<file path="src/sv/phgs_pkg.sv">
// Shared types, codes and constants of the gain-scheduled heater PID block.
`default_nettype none
package phgs_pkg;

    localparam int SCHEDULE_STEPS_DEF = 26;

    localparam int CFG_IDX_W  = 3;
    localparam int CFG_DATA_W = 32;

    localparam logic [CFG_IDX_W-1:0] REG_KP_BASE      = 3'd0;
    localparam logic [CFG_IDX_W-1:0] REG_KI_BASE      = 3'd1;
    localparam logic [CFG_IDX_W-1:0] REG_KD_BASE      = 3'd2;
    localparam logic [CFG_IDX_W-1:0] REG_TICK_SECONDS = 3'd3;
    localparam logic [CFG_IDX_W-1:0] REG_HOT_THRESH   = 3'd4;
    localparam logic [CFG_IDX_W-1:0] REG_SCHED_START  = 3'd5;

    localparam logic [31:0] KP_BASE_RST      = 32'd16777216;
    localparam logic [31:0] KI_BASE_RST      = 32'd58720;
    localparam logic [31:0] KD_BASE_RST      = 32'd67108864;
    localparam logic [3:0]  TICK_RST         = 4'd2;
    localparam logic [13:0] HOT_THRESH_RST   = 14'd7570;
    localparam logic [11:0] SCHED_START_RST  = 12'd2350;

    localparam logic [31:0] EXP_SEVENTH_Q24      = 32'd19353609;
    localparam logic [31:0] EXP_FIFTEENTH_Q24    = 32'd17933822;
    localparam logic [31:0] EXP_NEG_FIFTEENTH_Q24 = 32'd15695203;
    localparam logic [31:0] KI_FLOOR_NUM         = 32'd805306368;
    localparam logic [63:0] ITERM_LIMIT          = 64'h2000_0000_0000_0000;
    localparam logic [19:0] SP_OFFSET            = 20'd437090;
    localparam logic [63:0] DUTY_FULL_SCALE      = 64'd100 << 29;

    // Reciprocals for the divisions by constants; each is exact over its operand range.
    localparam logic [20:0] RECIP_100    = 21'd1342178;
    localparam int          RECIP_100_SH = 27;
    localparam logic [21:0] RECIP_5      = 22'd3355444;
    localparam int          RECIP_5_SH   = 24;
    localparam logic [11:0] RECIP_10     = 12'd3277;
    localparam int          RECIP_10_SH  = 15;

    localparam int DIV_NUM_W = 64;
    localparam int DIV_DEN_W = 32;
    localparam int ACC_W     = 40;

    localparam logic [1:0] MODE_STEADY   = 2'd0;
    localparam logic [1:0] MODE_HEATUP   = 2'd1;
    localparam logic [1:0] MODE_COOLDOWN = 2'd2;

    typedef struct packed {
        logic [13:0] measured_temp_k;
        logic [9:0]  command_tenths;
        logic [11:0] target_c_tenths;
    } phgs_in_t;

    typedef struct packed {
        logic [9:0] duty_tenths;
        logic [1:0] mode;
    } phgs_out_t;

    typedef enum logic [4:0] {
        OP_NOP, OP_LATCH, OP_SP_CAP, OP_DIV_FLOOR, OP_FLAGS,
        OP_INTEG, OP_N_CAP, OP_EXP_INIT, OP_EXP_MUL_LO,
        OP_EXP_MUL_HI, OP_EXP_ACC, OP_GAIN_MUL, OP_GAIN_CAP, OP_PT_MUL, OP_PT_CAP,
        OP_IT_MUL, OP_IT_CAP, OP_DT_MUL, OP_DT_DIV, OP_DT_CAP, OP_FINISH
    } dp_op_t;

    typedef enum logic [4:0] {
        ST_IDLE, ST_CHECK, ST_SP, ST_FLOOR_DIV, ST_FLOOR_WAIT,
        ST_INTEG, ST_N, ST_EXP_INIT, ST_EXP_LO,
        ST_EXP_HI, ST_EXP_ACC, ST_GAIN_MUL, ST_GAIN_CAP, ST_PT_MUL, ST_PT_CAP,
        ST_IT_MUL, ST_IT_CAP, ST_DT_MUL, ST_DT_DIV, ST_DT_WAIT, ST_DT_CAP, ST_FIN
    } ctrl_state_t;

    typedef struct packed {
        dp_op_t op;
    } ctrl_cmd_t;

    typedef struct packed {
        logic skip;
        logic div_done;
        logic exp_done;
        logic gain_last;
    } dp_status_t;

endpackage
`default_nettype wire

</file>
<file path="src/sv/phgs_ctrl.sv">
// Controller state machine that sequences one control tick through the datapath.
`default_nettype none
module phgs_ctrl
    import phgs_pkg::*;
(
    input  wire logic       aclk,
    input  wire logic       aresetn,
    input  wire logic       s_valid,
    output logic            s_ready,
    output logic            m_valid,
    input  wire logic       m_ready,
    input  wire dp_status_t status,
    output ctrl_cmd_t       cmd
);
    ctrl_state_t state_reg, state_next;
    logic        m_valid_reg, m_valid_next;
    logic        out_free;

    assign out_free = !m_valid_reg || m_ready;

    always_comb begin
        state_next   = state_reg;
        m_valid_next = m_ready ? 1'b0 : m_valid_reg;
        case (state_reg)
            ST_IDLE:       if (s_valid) state_next = ST_CHECK;
            ST_CHECK:      state_next = status.skip ? ST_IDLE : ST_SP;
            ST_SP:         state_next = ST_FLOOR_DIV;
            ST_FLOOR_DIV:  state_next = ST_FLOOR_WAIT;
            ST_FLOOR_WAIT: if (status.div_done) state_next = ST_INTEG;
            ST_INTEG:      state_next = ST_N;
            ST_N:          state_next = ST_EXP_INIT;
            ST_EXP_INIT:   state_next = ST_EXP_LO;
            ST_EXP_LO:     state_next = status.exp_done ? ST_GAIN_MUL : ST_EXP_HI;
            ST_EXP_HI:     state_next = ST_EXP_ACC;
            ST_EXP_ACC:    state_next = ST_EXP_LO;
            ST_GAIN_MUL:   state_next = ST_GAIN_CAP;
            ST_GAIN_CAP:   state_next = status.gain_last ? ST_PT_MUL : ST_EXP_INIT;
            ST_PT_MUL:     state_next = ST_PT_CAP;
            ST_PT_CAP:     state_next = ST_IT_MUL;
            ST_IT_MUL:     state_next = ST_IT_CAP;
            ST_IT_CAP:     state_next = ST_DT_MUL;
            ST_DT_MUL:     state_next = ST_DT_DIV;
            ST_DT_DIV:     state_next = ST_DT_WAIT;
            ST_DT_WAIT:    if (status.div_done) state_next = ST_DT_CAP;
            ST_DT_CAP:     state_next = ST_FIN;
            ST_FIN: begin
                if (out_free) begin
                    state_next   = ST_IDLE;
                    m_valid_next = 1'b1;
                end
            end
            default:       state_next = ST_IDLE;
        endcase
    end

    always_comb begin
        cmd.op  = OP_NOP;
        s_ready = 1'b0;
        case (state_reg)
            ST_IDLE: begin
                s_ready = 1'b1;
                if (s_valid) cmd.op = OP_LATCH;
            end
            ST_SP:         cmd.op = OP_SP_CAP;
            ST_FLOOR_DIV:  cmd.op = OP_DIV_FLOOR;
            ST_FLOOR_WAIT: if (status.div_done) cmd.op = OP_FLAGS;
            ST_INTEG:      cmd.op = OP_INTEG;
            ST_N:          cmd.op = OP_N_CAP;
            ST_EXP_INIT:   cmd.op = OP_EXP_INIT;
            ST_EXP_LO:     if (!status.exp_done) cmd.op = OP_EXP_MUL_LO;
            ST_EXP_HI:     cmd.op = OP_EXP_MUL_HI;
            ST_EXP_ACC:    cmd.op = OP_EXP_ACC;
            ST_GAIN_MUL:   cmd.op = OP_GAIN_MUL;
            ST_GAIN_CAP:   cmd.op = OP_GAIN_CAP;
            ST_PT_MUL:     cmd.op = OP_PT_MUL;
            ST_PT_CAP:     cmd.op = OP_PT_CAP;
            ST_IT_MUL:     cmd.op = OP_IT_MUL;
            ST_IT_CAP:     cmd.op = OP_IT_CAP;
            ST_DT_MUL:     cmd.op = OP_DT_MUL;
            ST_DT_DIV:     cmd.op = OP_DT_DIV;
            ST_DT_WAIT:    if (status.div_done) cmd.op = OP_DT_CAP;
            ST_FIN:        if (out_free) cmd.op = OP_FINISH;
            default:       cmd.op = OP_NOP;
        endcase
    end

    always_ff @(posedge aclk) begin
        if (!aresetn) begin
            state_reg   <= ST_IDLE;
            m_valid_reg <= 1'b0;
        end else begin
            state_reg   <= state_next;
            m_valid_reg <= m_valid_next;
        end
    end

    assign m_valid = m_valid_reg;
endmodule
`default_nettype wire

</file>
<file path="config.mk">
export PLATFORM = sky130hd
export DESIGN_NAME = phgs_ctrl
export DESIGN_NICKNAME = d
export VERILOG_FILES = /design/src/sv/phgs_pkg.sv /design/src/sv/phgs_ctrl.sv
export SDC_FILE = /design/constraint.sdc
export NUM_CORES = 1
export LEC_CHECK = 0
export BUFFER_PORTS_ARGS = -buffer_cell sky130_fd_sc_hd__buf_4
export CAP_MARGIN = 30
export CORE_UTILIZATION = 46
export DETAILED_ROUTE_END_ITERATION = 8
export GPL_TIMING_DRIVEN = 0
export PLACE_DENSITY = 0.73
export SYNTH_ARGS = -nofsm -noshare
export SYNTH_HDL_FRONTEND = slang
export SYNTH_SLANG_ARGS = --single-unit
</file>
<file path="constraint.sdc">
create_clock -name aclk -period 1.5 [get_ports aclk]
set_input_delay 0.075 -clock aclk [delete_from_list [all_inputs] [get_ports aclk]]
set_output_delay 0.075 -clock aclk [all_outputs]
set_load 0.01 [all_outputs]
</file>
==> run_results.csv, run 1 <==
group,metric,value,unit
status,status,"complete, but fails checks",
status,violations,"negative setup slack",
setup_path,crit_arrival,1.71,ns
grt,antenna_found_initial,0,
die,core,0.001301,sq mm
logic_synthesis,syn_area,638.1,sq um
cts,clk-insertion-delay-late,0.26,ns
cts,htreeDepth,1,
placed_design,place_ws,-0.04482,ns
power_and_ir_drop,p_per_area,2005,mW/mm^2
grt,gr-usage-all-layers,26.07,%
die,die_x,39.25,microns
grt,grt_pass1_vias,596,
timing,max_slew_margin,77.27,%
grt,grt_max_degree,11,
cts,numCtsBuffers,3,
die,dieArea,0.001540,sq mm
placed_design,place_inst,111,
die,initial_core_util,49.04,%
layout,fin_cells,122,
drt,vias,776,
setup_path,crit_required,1.69,ns
logic_synthesis,synth_ff_type,"dfxtp_1",
drt,wl_per_cell,16.83,microns
run,max_cap_violations,0,
timing,rsz0062_at_grt,"true",
power_and_ir_drop,total_leakage_power,0.3476,nW
layout,largest_reg_flops,5,
setup_path,critical_path.max_fanout,7,
timing,fin_skew,0.007970,ns
placed_design,io_buffers,14,
logic_synthesis,syn-num-nets,90,
placed_design,hpwl,1214,microns
cts,clockBufferDepth,2,
hold_path,holdPathStages,2,
layout,fin_util,70.67,%
timing,fin_ws,-0.02044,ns
timing,max_freq,0.6577,GHz
grt,grt_pass1_wl,2628,microns
logic_synthesis,synth_edf_count,0,
cts,path_clk_slew,0.05,ns
grt,overflow,0,
drt,postRouteAntennaNets,0,
drt,wl,2053,microns
placed_design,place.gp.congestion,0.8633,
cts,cts_root_buf,"clkbuf_4",
drt,drc,0,
layout,antenna_cells,0,
layout,drive_gt1_share,51.40,%
setup_path,reg2reg_depth,6,
logic_synthesis,syn_area_per_cell,7.782,sq um
drt,firstDrtPassIters,4,
power_and_ir_drop,max-vdd-ir-drop,1020,uV
timing,finalSetupViolations,1,
logic_synthesis,netlist_instances,82,
setup_path,critPathKind,"reg -> reg",
logic_synthesis,synth_warnings,0,
drt,first_iter_violations,53,
die,io-pin-count,15,
timing,hold_violations,0,
timing,worst_slew_pin_slew,0.3403,ns
timing,period_minus_slack,1.520,ns
cts,cts_sinks,6,
cts,cts_tree,"done",
timing,slew_viol_final,0,
logic_synthesis,async_reset_ff_share,0,%
layout,layout.nets,117,
setup_path,end_kind,"flip-flop",
die,die_h,39.25,microns
layout,final_cell_mix,"22 x buf_4, 11 x a21oi_1, 6 x nand2_1",
timing,min_period_over_period,101.4,%
logic_synthesis,ys_ff_latch,6,
cts,ctsHoldBuffers,0,
layout,layout.cells.most_common,"buf_4",
power_and_ir_drop,power,1.844,mW
logic_synthesis,ys_types,39,
drt,viasPerCell,6.361,
logic_synthesis,seq_area_frac_synth,18.82,%
die,fp-row-count,13,
hold_path,hold_class,"in -> reg",
layout,syn2layout_area_growth,44.12,%
setup_path,cp-start-kind,"flip-flop",
-- worst max-delay path, cell delays in order (launching register included) --
cell,delay (ns)
dfxtp_2,0.32
buf_6,0.13
buf_4,0.13
or3b_1,0.42
o22ai_2,0.19
a222oi_1,0.12
a21boi_1,0.14
-- cells in the mapped netlist (2+ instances only) --
| cell | count | share of area [%] |
|---|---|---|
| dfxtp_1 | 6 | 19 |
| inv_1 | 4 | 2.4 |
| nor2_1 | 6 | 3.5 |
| nand2_1 | 6 | 3.5 |
| o21ai_1 | 3 | 2.4 |
| buf_6 | 5 | 8.8 |
| a21oi_1 | 11 | 8.6 |
| o311ai_0 | 2 | 2.7 |
| o21ai_0 | 5 | 3.9 |
| o22ai_1 | 2 | 2.0 |
| a211oi_2 | 2 | 3.9 |
| a211oi_1 | 2 | 2.4 |
| or2b_2 | 2 | 2.7 |
-- where the power goes --
part | switching (mW) | internal, mW
Clock | 0.0694 | 0.0912
Sequential | 0.0887 | 0.229
Combinational | 0.685 | 0.680
-- stage by stage --
| stage | hold slack, ns | cell area [sq um] | TNS [ns] |
|---|---|---|---|
| after floorplan | 0.1967 | 638.1 | 0 |
| final | 0.08965 | 919.6 | -0.02044 |
| after global routing | 0.08431 | 919.6 | -0.2413 |
| after CTS | 0.08874 | 829.5 | -0.04974 |
| after global placement | 0.3429 | 762.0 | -0.02004 |
| after detailed placement | 0.3441 | 762.0 | -0.08137 |
-- path summary, 6_finish.rpt --
kind | startpoint | to | slack, ns
max reg2reg | state_reg[0] | state_reg[1] | -0.02
min reg2reg | state_reg[0] | state_reg[0] | 0.70
min | aresetn | m_valid | 0.09
max | state_reg[0] | state_reg[1] | -0.02
-- metal layers --
layer	vias up	GRT usage (%)	wire length, microns
li1	364	-	-
met2	50	41.67	1002
met4	0	12.93	51
met1	356	32.30	815
met3	6	5.780	183
met5	-	0	0
-- logic make-up (layout without fill, tap and decap cells) --
kind of cell,count (synthesis),count (layout),share of synthesized area [%]
AO/OA/AOI/OAI,35,35,39.61
XOR/XNOR,1,1,1.373
flip-flops,6,6,18.82
buffers and inverters,12,37,13.72
AND/OR/NAND/NOR,28,28,26.47
-- cell type report --
cell class,instances,area (sq um)
buffer,6,71.32
clock buffer,3,22.52
fill,107,381.6
inverter,5,18.77
multi-input combinational,64,484.2
sequential,6,133.9
tap,15,18.77
timing repair buffer,23,170.2
-- timing repair --
action | in CTS | in global routing
pin swaps | 5 | 7
buffers inserted | 2 | 7
resized for setup | 8 | 14
endpoints found under the setup margin | 7 | 8
Note: power is estimated with default switching activity, not from simulation.
==> run 2: changes to the inputs <==
Settings changed: HOLD_SLACK_MARGIN from default to 0.15.
==> run 2 against run 1 <==
Net effect:
- the run still ends with negative setup slack left
- clock skew decreased by 0.00099 ns
- global-route usage increased by 0.12 points
- combinational power about the same
- clock-buffer cell count unchanged
- final cell count increased by 0.82%
- critical path depth unchanged
- final area increased by 1.1%
- worst setup slack improved by 0.0021 ns
- fmax increased by 0.14%
- critical endpoint unchanged
==> run_results.csv, run 2 (same netlist as run 1, synthesis figures left out) <==
group,metric,value,unit
status,status,"complete, but fails checks",
status,violations,"negative setup slack",
setup_path,critical_path.max_fanout,7,
setup_path,startpoint,"state_reg[0]",
drt,vias,808,
cts,cts_sinks,6,
setup_path,slowest_stage,"or3b_1",
setup_path,critPathKind,"reg -> reg",
grt,overflow,0,
setup_path,r2r_end,"state_reg[1]",
drt,viasPerCell,6.569,
drt,first_iter_violations,48,
drt,wl,2186,microns
die,die_x,39.25,microns
setup_path,cp-start-kind,"flip-flop",
timing,fin_ws,-0.01831,ns
cts,path_clk_slew,0.05,ns
power_and_ir_drop,max-vdd-ir-drop,1028,uV
drt,wl_per_cell,17.77,microns
hold_path,hp-start,"status[1]",
timing,min_period_over_period,101.2,%
hold_path,holdPathStages,5,
layout,final_cell_mix,"22 x buf_4, 11 x a21oi_1, 6 x nand2_1",
cts,clockBufferDepth,2,
placed_design,place.gp.congestion,0.8633,
hold_path,hold_class,"in -> reg",
cts,htreeDepth,1,
timing,setup_tns,-0.01968,ns
layout,layout.cells.most_common,"buf_4",
setup_path,crit_chain,"buf_6, buf_4, or3b_1, o22ai_2, a222oi_1, a21boi_1",
timing,max_freq,0.6586,GHz
run,max_cap_violations,0,
timing,hold_violations,0,
grt,gr-usage-all-layers,26.19,%
cts,numCtsBuffers,3,
die,initial_core_util,49.04,%
die,core,0.001301,sq mm
layout,fin_cells,123,
layout,syn2layout_area_growth,45.69,%
grt,grt_max_degree,11,
setup_path,cp_top_family,"compound AO/OA/AOI/OAI gates",
cts,cts_root_buf,"clkbuf_4",
setup_path,r2r-start,"state_reg[0]",
drt,postRouteAntennaNets,0,
placed_design,place_inst,111,
setup_path,r2r_slack,-0.02,ns
hold_path,worstHoldEndpoint,"state_reg[1]",
setup_path,crit_arrival,1.71,ns
power_and_ir_drop,p_per_area,2010,mW/mm^2
setup_path,reg2reg_depth,6,
placed_design,hpwl,1214,microns
setup_path,crit_path_max_incr_delay,0.42,ns
cts,clk-insertion-delay-late,0.26,ns
grt,antenna_found_initial,0,
timing,worst_slew_pin_slew,0.3238,ns
drt,drc,0,
timing,fin_skew,0.006979,ns
layout,largest_reg_flops,5,
layout,antenna_cells,0,
drt,firstDrtPassIters,4,
cts,cts_tree,"done",
die,fp-row-count,13,
timing,slew_viol_final,0,
layout,layout.nets,118,
timing,finalSetupViolations,2,
die,die_h,39.25,microns
setup_path,path_buf_inv,2,
placed_design,io_buffers,14,
die,io-pin-count,15,
die,dieArea,0.001540,sq mm
setup_path,end_kind,"flip-flop",
timing,max_slew_margin,78.14,%
setup_path,crit_required,1.69,ns
power_and_ir_drop,total_leakage_power,0.3518,nW
layout,drive_gt1_share,50.93,%
grt,grt_pass1_wl,2642,microns
timing,rsz0062_at_grt,"true",
timing,period_minus_slack,1.518,ns
grt,grt_pass1_vias,599,
-- run 2: how the worst max path moves through the flow --
stage                              end  cells past startpoint
final                     state_reg[1]                      6
after global routing      state_reg[1]                      6
after CTS                       cmd[2]                      5
after detailed placement  state_reg[4]                      4
after global placement    state_reg[4]                      4
after floorplan           state_reg[4]                      5
-- run 2: cell type report --
type	count	area, sq um
clock buffers	3	22.52
multi-input cells	64	484.2
fillers	105	371.6
well taps	15	18.77
repair buffers	24	180.2
plain buffers	6	71.32
inverters	5	18.77
flip-flops and latches	6	133.9
-- run 2: metal layers --
layer  up-vias  wire length (microns)  share of wire (%)  GRT usage [%]
met5         -                      0                  0              0
met4         0                     97                4.4          12.93
met3        17                    196                9.0          5.780
met2        62                    990                 45          41.67
met1       362                    902                 41          32.65
li1        367                      -                  -              -
-- run 2: repair_timing --
item / in CTS / in global routing
pin swaps: 5 / 7
resized for setup: 8 / 14
setup endpoints to repair: 7 / 8
buffers inserted: 2 / 7
hold buffers: 1 / 0
endpoints found under the hold margin: 5 / 0
-- run 2: through the flow --
stage               utilization [%]  cell area (sq um)  worst slack [ns]  hold slack, ns  total power [mW]
finish                        71.44              929.6          -0.01831          0.2456             1.869
global route                  71.44              929.6          -0.09184          0.2741             1.991
CTS                           64.52              839.6          -0.02250          0.2293             1.606
detailed placement            58.56              762.0          -0.04482          0.3441             1.344
global placement              58.56              762.0          -0.02004          0.3429             1.333
floorplan                         -              638.1           0.04907          0.1967             1.045
-- run 2: tightest hold or removal path, delay by kind of cell --
kind            cells  cell delay (ns)
simple gates        2             0.15
buf+inv             1             0.11
compound gates      2             0.12
-- run 2: power breakdown --
| group | internal (mW) | total, mW | switching [mW] | leakage, nW |
|---|---|---|---|---|
| clock | 0.0916 | 0.166 | 0.0747 | 0.0138 |
| sequential | 0.229 | 0.319 | 0.0896 | 0.0519 |
| combinational | 0.682 | 1.38 | 0.702 | 0.286 |
| total | 1.00 | 1.87 | 0.866 | 0.352 |
==> run 3: changes to the inputs <==
Settings changed: CORE_AREA from default to 2 2 39 41, CORE_UTILIZATION 46 to default, DIE_AREA from default to 0 0 41 43, PLACE_DENSITY 0.73 to 0.72.
Clock period 1.5 ns to 1.7 ns, I/O delays scaled along.
==> run 3 against run 2 <==
Net effect:
- the flow now finishes without violations
- routed wire length decreased by 21%
- combinational power decreased by 29%
- die area rose by 14%
==> run_results.csv, run 3 (same netlist as run 1, synthesis figures left out) <==
group,metric,value,unit
placed_design,io_buffers,14,
grt,grt_max_degree,11,
die,initial_core_util,46.11,%
drt,first_iter_violations,23,
grt,antenna_found_initial,0,
timing,whs,0.2567,ns
timing,hold_violations,0,
power_and_ir_drop,total_leakage_power,0.2943,nW
layout,fin_util,57.69,%
timing,fin_ws,0.1193,ns
setup_path,slowest_stage,"dfxtp_2",
setup_path,crit_arrival,1.50,ns
timing,setup_tns,0,ns
grt,grt_pass1_vias,659,
placed_design,hpwl,1255,microns
timing,worst_slew_pin_slew,0.3511,ns
drt,wl,1731,microns
cts,cts_sinks,6,
drt,postRouteAntennaNets,0,
drt,drc,0,
setup_path,path_buf_inv,2,
timing,period_minus_slack,1.581,ns
layout,layout.nets,110,
setup_path,cp-start-kind,"flip-flop",
timing,finalSetupViolations,0,
cts,clk-insertion-delay-late,0.24,ns
drt,viasPerCell,6.284,
run,max_cap_violations,0,
grt,grt_pass1_wl,2822,microns
layout,antenna_cells,0,
die,die_x,41,microns
cts,numCtsBuffers,3,
cts,cts_tree,"done",
layout,largest_reg_flops,5,
drt,wl_per_cell,14.92,microns
die,die_h,43,microns
layout,layout.cells.most_common,"buf_4",
die,core,0.001384,sq mm
setup_path,crit_required,1.62,ns
placed_design,place_ws,0.1592,ns
layout,fillers,137,
setup_path,critical_path.max_fanout,10,
placed_design,post_dp_cell_area,763.2,sq um
timing,max_slew_margin,76.30,%
layout,design_area,798.3,sq um
drt,firstDrtPassIters,4,
grt,gr-usage-all-layers,22.94,%
layout,final_cell_mix,"15 x buf_4, 11 x a21oi_1, 6 x nor2_1, 6 x nand2_1",
power_and_ir_drop,p_per_area,1686,mW/mm^2
setup_path,critPathKind,"reg -> out",
die,fp-row-count,14,
cts,clockBufferDepth,2,
cts,htreeDepth,1,
timing,min_period_over_period,92.98,%
die,io-pin-count,15,
timing,max_freq,0.6327,GHz
grt,overflow,0,
setup_path,crit_path_max_incr_delay,0.35,ns
placed_design,place.gp.congestion,0.8861,
layout,syn2layout_area_growth,25.10,%
timing,fin_skew,0.003053,ns
setup_path,cp_top_family,"flip-flops",
timing,slew_viol_final,0,
setup_path,end_kind,"primary output",
cts,path_clk_slew,0.04,ns
layout,drive_gt1_share,38.00,%
setup_path,crit_chain,"buf_6, or2_2, a2bb2oi_1, o22ai_1, buf_4",
hold_path,hold_class,"in -> reg",
drt,vias,729,
die,dieArea,0.001763,sq mm
cts,cts_root_buf,"clkbuf_4",
timing,rsz0062_at_grt,"false",
status,status,"complete, no violations",
power_and_ir_drop,max-vdd-ir-drop,635.0,uV
## run 3: cell count changes in the layout (fill, tap and decap cells not counted), sizes merged
cell / previous run / this run
clkbuf: 4 / 3
buf: 28 / 21
## run 3: final timing paths
check	from	endpoint	slack, ns	cells past startpoint
setup / recovery	state_reg[2]	cmd[0]	0.12	5
hold / removal	status[0]	state_reg[3]	0.26	4
setup reg to reg	state_reg[1]	state_reg[4]	0.14	5
hold reg to reg	state_reg[2]	state_reg[3]	0.72	3
## run 3: worst min-delay path, stage by stage
cell     delay (ns)
buf_4          0.07
or3b_1         0.11
a21oi_1        0.07
nor3_1         0.11
## run 3: repair_timing
item	CTS	global route
hold buffers	1	0
hold endpoints to repair	2	0
setup buffers	0	0
setup endpoints to repair	0	3
gates resized for setup	0	2
## run 3: metal layers
layer | vias up | share of wire, % | GRT usage [%]
met5 | - | 0 | 0
met4 | 0 | 0 | 6.667
met3 | 0 | 7.0 | 4.712
met2 | 35 | 52 | 35.94
met1 | 345 | 41 | 30.42
li1 | 349 | - | -
## run 3: cell type report
cell class | instances | area [sq um] | area share (%)
repair buffers | 15 | 115.1 | 14.42
well taps | 16 | 20.02 | 2.508
clock buffers | 3 | 22.52 | 2.821
plain buffers | 7 | 68.82 | 8.621
flip-flops and latches | 6 | 122.6 | 15.36
multi-input cells | 64 | 430.4 | 53.92
inverters | 5 | 18.77 | 2.351
## run 3: power by group
part           internal, mW  leakage [nW]  switching, mW  total [mW]
Combinational         0.437         0.231          0.537       0.974
Clock                0.0795        0.0138         0.0463       0.126
Sequential            0.191        0.0499         0.0553       0.247
Total                 0.707         0.294          0.639        1.35
## run 3: per-stage QoR
stage	instances	total power, mW
3_3_place_gp	112	1.178
4_1_cts	116	1.331
3_5_place_dp	112	1.196
6_report	116	1.346
2_1_floorplan	82	0.9219
5_1_grt	116	1.439
